===== config.mk =====
export PLATFORM = sky130hd
export DESIGN_NAME = can_motor_feedback_tracker_unit
export DESIGN_NICKNAME = d
export VERILOG_FILES = /design/src/hw/rtl/cmft_pkg.sv /design/src/hw/rtl/can_motor_feedback_tracker_unit.sv
export SDC_FILE = /design/constraint.sdc
export NUM_CORES = 1
export LEC_CHECK = 0
export BUFFER_PORTS_ARGS = -buffer_cell sky130_fd_sc_hd__buf_2
export CORE_MARGIN = 2
export CORE_UTILIZATION = 57
export CTS_BUF_LIST = sky130_fd_sc_hd__clkbuf_8
export DETAILED_ROUTE_END_ITERATION = 10
export PLACE_DENSITY = 0.78
export SYNTH_ARGS = -nofsm -noshare
export SYNTH_HDL_FRONTEND = slang
export SYNTH_SLANG_ARGS = --single-unit

===== constraint.sdc =====
create_clock -name clk -period 9.5 [get_ports clk]
set_input_delay 0.475 -clock clk [delete_from_list [all_inputs] [get_ports clk]]
set_output_delay 0.475 -clock clk [all_outputs]
set_load 0.1 [all_outputs]

===== src/hw/rtl/cmft_pkg.sv =====
`timescale 1ns / 1ps
// ----------------------------------------------------------------------------
// Motor feedback tracker package
// Shared constants and types for the multi-turn encoder tracker.
// ----------------------------------------------------------------------------
package cmft_pkg;

  localparam int MOTORS_DEFAULT       = 8;
  localparam int SMALL_MOTORS_DEFAULT = 4;
  localparam int SLOT_W               = 3;

  localparam logic [10:0] ID_BASE   = 11'h200;
  localparam logic [15:0] HALF_TURN = 16'd4096;
  localparam logic [15:0] PPR_RESET = 16'd8191;

  typedef enum logic {
    OP_FRAME = 1'b0,
    OP_ZERO  = 1'b1
  } op_t;

  typedef struct packed {
    logic [15:0] angle;
    logic [31:0] count;
  } entry_t;

endpackage


===== src/hw/rtl/can_motor_feedback_tracker_unit.sv =====
`timescale 1ns / 1ps
// ----------------------------------------------------------------------------
// Motor feedback tracker
// Unwraps raw rotor angles from motor feedback frames into per-slot
// multi-turn counts.
//
// The input channel (in_valid / in_ready) carries either a feedback frame or
// a zero request; the output channel (out_valid / out_ready) returns exactly
// one result for each input transfer, in order. Frames that are extended,
// remote or outside the slot identifier range return an all-zero result.
// The per-slot angle and count live in a small synchronous memory that is
// read when a transfer is taken and written back from the read stage; the
// most recent write is forwarded, so items for the same slot may follow in
// consecutive cycles. out_valid rises as an item enters the result register;
// one item is taken every cycle while the receiver keeps up. When out_ready
// is low the result register holds and one more item may wait in the read
// stage before in_ready drops. Reset clears all pipeline valids, marks every
// slot as invalid and zero-pending, and restores pulses_per_round to 8191;
// no clearing pass is needed. The user must write the register through
// cfg_we / cfg_wdata only while the block is idle; this is not enforced.
// ----------------------------------------------------------------------------
module can_motor_feedback_tracker_unit #(
  parameter int MOTORS       = cmft_pkg::MOTORS_DEFAULT,
  parameter int SMALL_MOTORS = cmft_pkg::SMALL_MOTORS_DEFAULT
) (
  input  logic               clk,
  input  logic               rst,
  input  logic               cfg_we,
  input  logic [15:0]        cfg_wdata,
  input  logic               in_valid,
  output logic               in_ready,
  input  logic               operation,
  input  logic [2:0]         motor_select,
  input  logic               extended_id,
  input  logic               remote_frame,
  input  logic [10:0]        std_id,
  input  logic signed [15:0] angle_word,
  input  logic signed [15:0] speed_word,
  input  logic signed [15:0] current_word,
  input  logic signed [7:0]  temperature_byte,
  output logic               out_valid,
  input  logic               out_ready,
  output logic               accepted,
  output logic [2:0]         slot,
  output logic signed [31:0] total_count,
  output logic signed [15:0] speed_out,
  output logic signed [15:0] current_out,
  output logic signed [7:0]  temperature_out,
  output logic               temperature_valid
);

  localparam int IDX_W = (MOTORS > 1) ? $clog2(MOTORS) : 1;
  localparam logic [10:0] ID_FIRST = 11'(cmft_pkg::ID_BASE + 11'd1);
  localparam logic [10:0] ID_LAST  = 11'(cmft_pkg::ID_BASE + 11'(MOTORS));
  localparam logic [3:0]  MOTORS_N = 4'(MOTORS);
  localparam logic [3:0]  SMALL_N  = 4'(SMALL_MOTORS);

  logic [15:0] pulses_per_round;

  cmft_pkg::entry_t mem [MOTORS];
  cmft_pkg::entry_t rd_data;
  logic [MOTORS-1:0] entry_valid;
  logic [MOTORS-1:0] zero_pending;

  logic             in_xfer;
  logic             in_hit;
  logic             in_zero;
  logic [10:0]      id_off;
  logic [cmft_pkg::SLOT_W-1:0] in_slot;

  logic             s1_valid;
  logic             s1_hit;
  logic             s1_zero;
  logic [cmft_pkg::SLOT_W-1:0] s1_slot;
  logic [15:0]      s1_angle;
  logic [15:0]      s1_speed;
  logic [15:0]      s1_current;
  logic [7:0]       s1_temp;
  logic             s1_adv;

  logic             fwd_valid;
  logic [cmft_pkg::SLOT_W-1:0] fwd_slot;
  cmft_pkg::entry_t fwd_data;

  cmft_pkg::entry_t cur;
  cmft_pkg::entry_t wr_data;
  logic             wr_en;
  logic [15:0]      gap_raw;
  logic [15:0]      gap;
  logic [31:0]      count_next;
  logic             temp_en;

  assign s1_adv   = s1_valid && (!out_valid || out_ready);
  assign in_ready = !s1_valid || s1_adv;
  assign in_xfer  = in_valid && in_ready;

  always_comb begin
    id_off  = 11'(std_id - ID_FIRST);
    in_zero = (cmft_pkg::op_t'(operation) == cmft_pkg::OP_ZERO) &&
              ({1'b0, motor_select} < MOTORS_N);
    in_hit  = (cmft_pkg::op_t'(operation) == cmft_pkg::OP_FRAME) && !extended_id &&
              !remote_frame && (std_id >= ID_FIRST) && (std_id <= ID_LAST);
    in_slot = in_zero ? motor_select : id_off[cmft_pkg::SLOT_W-1:0];
  end

  always_ff @(posedge clk) begin
    if (rst) begin
      pulses_per_round <= cmft_pkg::PPR_RESET;
    end else if (cfg_we) begin
      pulses_per_round <= cfg_wdata;
    end
  end

  always_ff @(posedge clk) begin
    if (in_xfer) begin
      rd_data <= mem[in_slot[IDX_W-1:0]];
    end
    if (wr_en) begin
      mem[s1_slot[IDX_W-1:0]] <= wr_data;
    end
  end

  always_ff @(posedge clk) begin
    if (rst) begin
      s1_valid <= 1'b0;
    end else if (in_xfer) begin
      s1_valid <= 1'b1;
    end else if (s1_adv) begin
      s1_valid <= 1'b0;
    end
  end

  always_ff @(posedge clk) begin
    if (in_xfer) begin
      s1_hit     <= in_hit;
      s1_zero    <= in_zero;
      s1_slot    <= in_slot;
      s1_angle   <= angle_word;
      s1_speed   <= speed_word;
      s1_current <= current_word;
      s1_temp    <= temperature_byte;
    end
  end

  always_comb begin
    if (fwd_valid && (fwd_slot == s1_slot)) begin
      cur = fwd_data;
    end else if (entry_valid[s1_slot[IDX_W-1:0]]) begin
      cur = rd_data;
    end else begin
      cur = '0;
    end
    gap_raw = 16'(s1_angle - cur.angle);
    if ($signed(gap_raw) > $signed(cmft_pkg::HALF_TURN)) begin
      gap = 16'(gap_raw - pulses_per_round);
    end else if ($signed(gap_raw) < -$signed(cmft_pkg::HALF_TURN)) begin
      gap = 16'(gap_raw + pulses_per_round);
    end else begin
      gap = gap_raw;
    end
    if (zero_pending[s1_slot[IDX_W-1:0]]) begin
      count_next = '0;
    end else begin
      count_next = 32'(cur.count + {{16{gap[15]}}, gap});
    end
    wr_en = s1_adv && (s1_hit || s1_zero);
    if (s1_zero) begin
      wr_data.angle = cur.angle;
      wr_data.count = '0;
    end else begin
      wr_data.angle = s1_angle;
      wr_data.count = count_next;
    end
    temp_en = s1_hit && ({1'b0, s1_slot} >= SMALL_N);
  end

  always_ff @(posedge clk) begin
    if (rst) begin
      fwd_valid    <= 1'b0;
      entry_valid  <= '0;
      zero_pending <= '1;
    end else if (wr_en) begin
      fwd_valid                          <= 1'b1;
      entry_valid[s1_slot[IDX_W-1:0]]    <= 1'b1;
      zero_pending[s1_slot[IDX_W-1:0]]   <= 1'b0;
    end
  end

  always_ff @(posedge clk) begin
    if (wr_en) begin
      fwd_slot <= s1_slot;
      fwd_data <= wr_data;
    end
  end

  always_ff @(posedge clk) begin
    if (rst) begin
      out_valid <= 1'b0;
    end else if (s1_adv) begin
      out_valid <= 1'b1;
    end else if (out_ready) begin
      out_valid <= 1'b0;
    end
  end

  always_ff @(posedge clk) begin
    if (s1_adv) begin
      accepted          <= s1_hit || s1_zero;
      slot              <= (s1_hit || s1_zero) ? s1_slot : '0;
      total_count       <= s1_hit ? count_next : '0;
      speed_out         <= s1_hit ? s1_speed : '0;
      current_out       <= s1_hit ? s1_current : '0;
      temperature_out   <= temp_en ? s1_temp : '0;
      temperature_valid <= temp_en;
    end
  end

  a_pending_cleared: assert property (@(posedge clk) disable iff (rst)
    wr_en |=> !zero_pending[$past(s1_slot[IDX_W-1:0])])
    else $error("zero pending flag not cleared after slot update");

  a_reset_pending: assert property (@(posedge clk)
    rst |=> (zero_pending == '1) && !out_valid && !s1_valid)
    else $error("reset state not established");

  a_reject_zero: assert property (@(posedge clk) disable iff (rst)
    (out_valid && !accepted) |-> (total_count == '0) && (speed_out == '0) &&
                                 (current_out == '0) && !temperature_valid)
    else $error("rejected item carries nonzero fields");

  a_temp_slot: assert property (@(posedge clk) disable iff (rst)
    (out_valid && temperature_valid) |-> ({1'b0, slot} >= SMALL_N) && accepted)
    else $error("temperature reported for a small motor slot");

endmodule


==> summary.md, run 1 <==
| Metric | Value |
|---|---|
| # setup viols final | 0 |
| Via/cell ratio | about 6.0 |
| Routed length per instance | 23.2 um |
| Fmax achieved | 0.109 GHz |
| Syn. warnings | 0 |
| Yosys cell types | 74 |
| CTS Root Cell | clkbuf_8 |
| CTS tree | built |
| Syn Nets | 2029 |
| H-tree Lvls | 3 |
| Synthesis-to-finish area growth | 16.9% |
| Post-synth ARST share | 0% |
| Cts bufs inserted | between 90 and 100 |
| Global placer's final weighted congestion | between 0.9 and 1 |
| EDFF count, synth | 621 |
| Slew headroom | 19.7% |
| IO Port Bufs | ~170 |
| Clk sink count | roughly 660 |
| Post-Syn Area | around 0.028 sq mm |
| DR pass1 iterations | 7 |
| PD cells | approximately 200 mW/mm^2 |
| Critical Path Most Common Cell | buf_4 |
| DR vias | 17700 |
| CP max FO | 11 |
| Core ar. | around 0.049 sq mm |
| Skew-Pair Late Insertion Delay | between 0.7 and 0.8 ns |
| Final WL | just under 70000 um |
| Req. time, crit path | ~10 ns |
| Max rail drop VDD | ~0.00012 V |
| Met2 Use GR | between 40% and 50% |
| Average size of a mapped cell | about 15 sq um |
| Final min period | 9.20 ns |
| Max_cap viols | 0 |
| Fill count | 3217 |
| Static leakage | ~13 nW |
| Commonest non-fill, non-tap cell in the layout | edfxtp_1 |
| First-pass GRT wire length | between 100000 and 150000 um |
| Clock Path Buffers | 3 |
| Nets | approximately 2400 |
| GRT busiest layer | met2 |
| Global route overflow | 0 |
| Largest net degree at the start of global routing | between 90 and 100 |
| Clk slew on worst S/H paths | about 0.07 ns |
| Register area share after synthesis | roughly two thirds |
| Fin Clk Skew | 0.0479 ns |
| DRT iter0 DRCs | ~1600 |
| Slowest cell on the critical path | mux4_2 |
| CP Data Arrival Time | between 9 and 10 ns |
| DP Wirelength | 39700 um |
| Row cnt | between 80 and 90 |
| Die Span X | around 230 um |
| Worst min path class | input pin to flop |
| GR met3 Demand/Resource | 5.23% |
| CP endpoint kind | flop |
| Overall Global Routing Usage | between 20% and 30% |
| Total power | between 6 and 7 mW |
| Outcome | finished, final reports clean |
| Vias in the first global route | ~18000 |
| Initial antenna violation count | 3 |
| Crit path kind | flop to flop |
| Core Util, Final | 67.7% |
| Synth Flop Type | edfxtp_1 |
| Die height | 227 um |
| Worst-Margin Slew | between 1 and 1.5 ns |
| Starting Density | 57.9% |
| DR DRC count | 0 |
| M1 GR Usage | about a third |
| Final Max Tran Viols | 0 |
| Most frequent cells in the layout | edfxtp_1, buf_2, nor2_1 |
| Synth Register Bits | between 600 and 700 |
| Fraction of layout cells with a size suffix above 1 | approximately a quarter |
| Layout Cells excl Fill | a little under 3000 |
| Cells after DPL | between 2000 and 3000 |
| Die footprint | between 0.05 and 0.06 sq mm |
| Largest stage delay on the critical path | 0.54 ns |
| Ports | ~170 |
| Post-Syn Instances | around 1900 |
| CP startpoint kind | flop |
| Final count of hold timing violations | 0 |
| Antenna Violating Nets Remaining | 0 |
| Crit share post-route | 96.9% |
==> worst max-delay path, delay by kind of cell, from the launching register on <==
| family | cells | cell delay (ns) |
|---|---|---|
| AOI/OAI and AO/OA | 14 | 3.98 |
| adders and majority gates | 2 | 0.61 |
| DFF | 1 | 0.49 |
| and+or+nand+nor | 6 | 2.00 |
| xor gates and xnor gates | 2 | 0.25 |
| muxes | 3 | 1.01 |
| buffers and inverters | 4 | 0.69 |
==> report_power, final <==
group          leakage [nW]  total, mW  internal, mW  switching, mW
Sequential             6.30       3.32          3.29         0.0334
Combinational          5.24       1.09         0.392          0.702
Clock                  1.09       2.30          1.21           1.09
Total                  12.6       6.71          4.89           1.82
==> sequential cells by signal, summed over array words and instances (netlist names), 8 cells and up <==
register / flops
mem: 384
fwd_data: 48
rd_data: 48
total_count: 32
current_out: 16
pulses_per_round: 16
s1_angle: 16
s1_current: 16
s1_speed: 16
speed_out: 16
entry_valid: 8
s1_temp: 8
temperature_out: 8
zero_pending: 8
==> routing by layer <==
metal / routed length [um] / up-vias
met1: 26300 / 8788
met3: 6450 / 152
li1: - / 7823
met5: 0 / -
met4: 2470 / 0
met2: 32800 / 894
==> synth_stat cells (4+ instances only) <==
master / number / share of area (%)
a2111oi_0: 5 / 0.15
a211oi_1: 4 / 0.11
a21o_1: 19 / 0.50
a21oi_1: 83 / 1.5
a221o_1: 5 / 0.18
a221oi_1: 7 / 0.22
a22o_1: 4 / 0.12
a22oi_1: 9 / 0.24
a31o_2: 4 / 0.12
a31oi_1: 6 / 0.13
a41oi_1: 8 / 0.25
and2_1: 42 / 0.92
and3_1: 21 / 0.46
buf_1: 14 / 0.18
buf_2: 4 / 0.070
clkbuf_1: 56 / 0.74
dfxtp_1: 35 / 2.5
edfxtp_1: 621 / 66
ha_1: 74 / 3.3
inv_1: 86 / 1.1
mux2_2: 52 / 2.1
mux2i_1: 11 / 0.39
mux4_2: 100 / 7.9
nand2_1: 130 / 1.7
nand2b_1: 14 / 0.31
nand3_1: 46 / 0.81
nand3b_1: 4 / 0.11
nand4_1: 5 / 0.11
nor2_1: 143 / 1.9
nor2b_1: 11 / 0.24
nor3_1: 17 / 0.30
nor3b_1: 10 / 0.26
o211ai_1: 15 / 0.40
o21a_1: 10 / 0.26
o21ai_0: 52 / 0.91
o21ai_1: 4 / 0.070
o21bai_1: 10 / 0.26
o221ai_1: 6 / 0.18
o31ai_1: 5 / 0.13
or2_2: 7 / 0.15
or3_1: 6 / 0.13
xnor2_1: 29 / 0.89
xor2_1: 15 / 0.46
==> stage by stage <==
| step | hold WS (ns) | setup slack (ns) | cell area, sq um | TNS (ns) |
|---|---|---|---|---|
| global placement | 0.430 | -0.163 | 30400 | -1.60 |
| CTS | 0.00387 | 0.0140 | 33100 | 0 |
| finish | 0.0485 | 0.297 | 33300 | 0 |
| detailed placement | 0.434 | -0.539 | 30400 | -13.12 |
| global route | 0.0304 | -0.103 | 33300 | -0.701 |
| floorplan | 0.418 | 0.189 | 28500 | 0 |
==> logic make-up after synthesis <==
family,count (synthesis),share of synthesized area [%]
flip-flops,656,68.0
AND/OR/NAND/NOR,467,7.74
AO/OA/AOI/OAI,285,6.73
multiplexers,163,10.4
buffers and inverters,162,2.21
adder cells (fa/ha/maj),80,3.57
XOR/XNOR,45,1.41
==> path summary, 6_finish.rpt <==
| path | cells past startpoint | slack [ns] | end | start |
|---|---|---|---|---|
| setup / recovery | 31 | 0.30 | mem[0][31] | s1_slot[0] |
| hold / removal | 3 | 0.05 | pulses_per_round[5] | cfg_wdata[5] |
| setup reg to reg | 31 | 0.30 | mem[0][31] | s1_slot[0] |
| hold reg to reg | 2 | 0.44 | zero_pending[2] | zero_pending[2] |
==> area by class of cell <==
cell class                      instances  area [sq um]  area share (%)
Multi-Input combinational cell       1040          8770            26.4
Timing Repair Buffer                  302          2020            6.06
Sequential cell                       656         19300            58.2
Clock buffer                          100          1380            4.14
Inverter                               86           327           0.982
Tap cell                              664           831            2.50
Antenna cell                            2          5.00          0.0150
Clock inverter                         83           589            1.77
==> repair_timing <==
| item | in CTS | in global routing |
|---|---|---|
| resized for setup | 10 | 27 |
| hold buffers | 65 | 0 |
| gates cloned | 0 | 0 |
| setup endpoints to repair | 67 | 93 |
| buffers inserted | 2 | 4 |
| pin swaps | 1 | 9 |
| hold endpoints to repair | 65 | 0 |
(Power assumes the default switching activity.)
==> inputs of run 2 (changes only) <==
--- a/config.mk
+++ b/config.mk
@@ -10,7 +10,9 @@
 export CORE_UTILIZATION = 57
 export CTS_BUF_LIST = sky130_fd_sc_hd__clkbuf_8
 export DETAILED_ROUTE_END_ITERATION = 10
+export HOLD_SLACK_MARGIN = 0.05
 export PLACE_DENSITY = 0.78
+export REMOVE_ABC_BUFFERS = 1
 export SYNTH_ARGS = -nofsm -noshare
 export SYNTH_HDL_FRONTEND = slang
 export SYNTH_SLANG_ARGS = --single-unit
==> run 2 against run 1 <==
Effect of this change:
- total power decreased by 3.7%
- utilization is 0.45 points lower
- global-route usage decreased by 0.53 points
- routed wire length fell by 2.9%
- non-clock buffer count rose by 7
- worst hold slack improved by 0.065 ns
- via count fell by 1.4%
- combinational power is essentially flat
- critical path type unchanged
==> summary.md, run 2 (same netlist as run 1, synthesis figures left out) <==
| Metric | Value |
|---|---|
| Outcome | finished, final reports clean |
| DP Wirelength | 40600 um |
| DR vias | 17400 |
| Max rail drop VDD | 0.0000933 V |
| CTS tree | built |
| Global placer's final weighted congestion | about 0.94 |
| Largest stage delay on the critical path | approximately 0.54 ns |
| Design area | around 0.033 sq mm |
| Final count of hold timing violations | 0 |
| CP max FO | 9 |
| Final Max Tran Viols | 0 |
| Static leakage | roughly 13 nW |
| Via/cell ratio | between 5 and 6 |
| Fill count | between 3000 and 4000 |
| First-pass GRT wire length | 99900 um |
| Die Span X | around 230 um |
| Slowest cell on the critical path | mux4_2 |
| Skew-Pair Late Insertion Delay | ~0.70 ns |
| DRT iter0 DRCs | about 1800 |
| Final min period | around 9.1 ns |
| CP startpoint kind | flop |
| Cells after DPL | 2680 |
| Placement Setup Slack | -0.0227 ns |
| Crit path kind | flop to flop |
| Fmax achieved | 0.110 GHz |
| Worst-Margin Slew | 1.13 ns |
| Most frequent cells in the layout | edfxtp_1, buf_2, nor2_1 |
| DR pass1 iterations | 6 |
| Clock Path Buffers | 3 |
| Starting Density | between 50% and 60% |
| Worst min path class | input pin to flop |
| Nets | ~2400 |
| Commonest non-fill, non-tap cell in the layout | edfxtp_1 |
| CP endpoint kind | flop |
| DR DRC count | 0 |
| Layout Cells excl Fill | 2931 |
| Hold slack | 0.113 ns |
| H-tree Lvls | 3 |
| Antenna Violating Nets Remaining | 0 |
| IO Port Bufs | roughly 170 |
| Core Util, Final | 67.2% |
| Cts bufs inserted | 100 |
| DP Area | ~0.03 sq mm |
| Fin Clk Skew | between 0.02 and 0.03 ns |
| Critical Path Most Common Cell | buf_4 |
| Slew headroom | 24.1% |
| Die height | about 230 um |
| Ports | approximately 170 |
| Final WL | 66100 um |
| Initial antenna violation count | 0 |
| Req. time, crit path | 10.05 ns |
| Overall Global Routing Usage | 26.0% |
| Worst path bufs/invs | 5 |
| Clk sink count | approximately 660 |
| Largest net degree at the start of global routing | 73 |
| Routed length per instance | between 20 and 25 um |
| Clk slew on worst S/H paths | around 0.06 ns |
| Number of flip-flops in the largest register | about 380 |
| Core ar. | 0.0492 sq mm |
| Global route overflow | 0 |
| Fraction of layout cells with a size suffix above 1 | ~25% |
| Die footprint | approximately 0.052 sq mm |
| Crit path max-delay family | compound AO/OA/AOI/OAI gates |
| PD cells | 196 mW/mm^2 |
| CTS Root Cell | clkbuf_8 |
| Max_cap viols | 0 |
| Row cnt | just over 80 |
| CP Data Arrival Time | about 9.7 ns |
| Total power | between 6 and 7 mW |
| Vias in the first global route | roughly 17000 |
| Setup TNS | 0 ns |
| Synthesis-to-finish area growth | 16.1% |
| PnR worst setup slack | 0.400 ns |
| # setup viols final | 0 |
| Crit share post-route | between 90% and 100% |
-- run 2: changes by cell type in the layout (fill, tap and decap cells not counted), moves of 3 or more --
cell / delta
a2111oi_2: +3
clkinvlp_4: -5
clkbuf_8: +9
inv_1: +7
clkinv_2: -7
dlygate4sd3_1: +8
bufinv_16: -8
clkinv_1: -3
nor3b_2: -4
-- run 2: metal layers --
metal / vias to the layer above / track usage [%] / wire [um] / share of wire [%]
met5: - / 0 / 0 / 0
met4: 0 / 9.38 / 1500 / 2.3
met3: 95 / 4.53 / 5650 / 8.5
met2: 828 / 42.1 / 31600 / 48
met1: 8654 / 35.8 / 27300 / 41
li1: 7832 / - / - / -
-- run 2: power breakdown --
part	switching (mW)	internal, mW	leakage [nW]
Clock	1.04	1.05	1.04
Sequential	0.0333	3.29	6.30
Combinational	0.674	0.385	5.24
-- run 2: worst paths after layout --
kind | slack, ns | startpoint | cells after the start | endpoint
max | 0.40 | s1_slot[0] | 37 | mem[6][31]
min | 0.11 | cfg_wdata[14] | 3 | pulses_per_round[14]
max reg2reg | 0.40 | s1_slot[0] | 37 | mem[6][31]
min reg2reg | 0.45 | zero_pending[2] | 2 | zero_pending[2]
-- run 2: worst reg2reg max path, delay by kind of cell, from the launching register on --
| kind | cells | cell delay [ns] |
|---|---|---|
| AOI/OAI and AO/OA | 17 | 3.66 |
| xor gates and xnor gates | 2 | 0.27 |
| adders and majority gates | 3 | 0.83 |
| buffers and inverters | 5 | 0.74 |
| DFF | 1 | 0.49 |
| muxes | 3 | 1.01 |
| and+or+nand+nor | 7 | 1.95 |
-- run 2: repair_timing --
action / 4_1_cts / 5_1_grt
endpoints found under the setup margin: 18 / 104
buffers inserted: 0 / 2
hold buffers: 73 / 0
endpoints found under the hold margin: 73 / 0
pin swaps: 0 / 5
gates resized for setup: 3 / 22
-- run 2: layout make-up --
type	count	area, sq um	area share, %
diodes	1	2.50	0.00757
clock buffers	109	1500	4.54
clock inverters	66	278	0.841
inverters	86	327	0.988
multi-input cells	1040	8690	26.3
flip-flops and latches	656	19300	58.6
well taps	664	831	2.51
repair buffers	309	2070	6.27
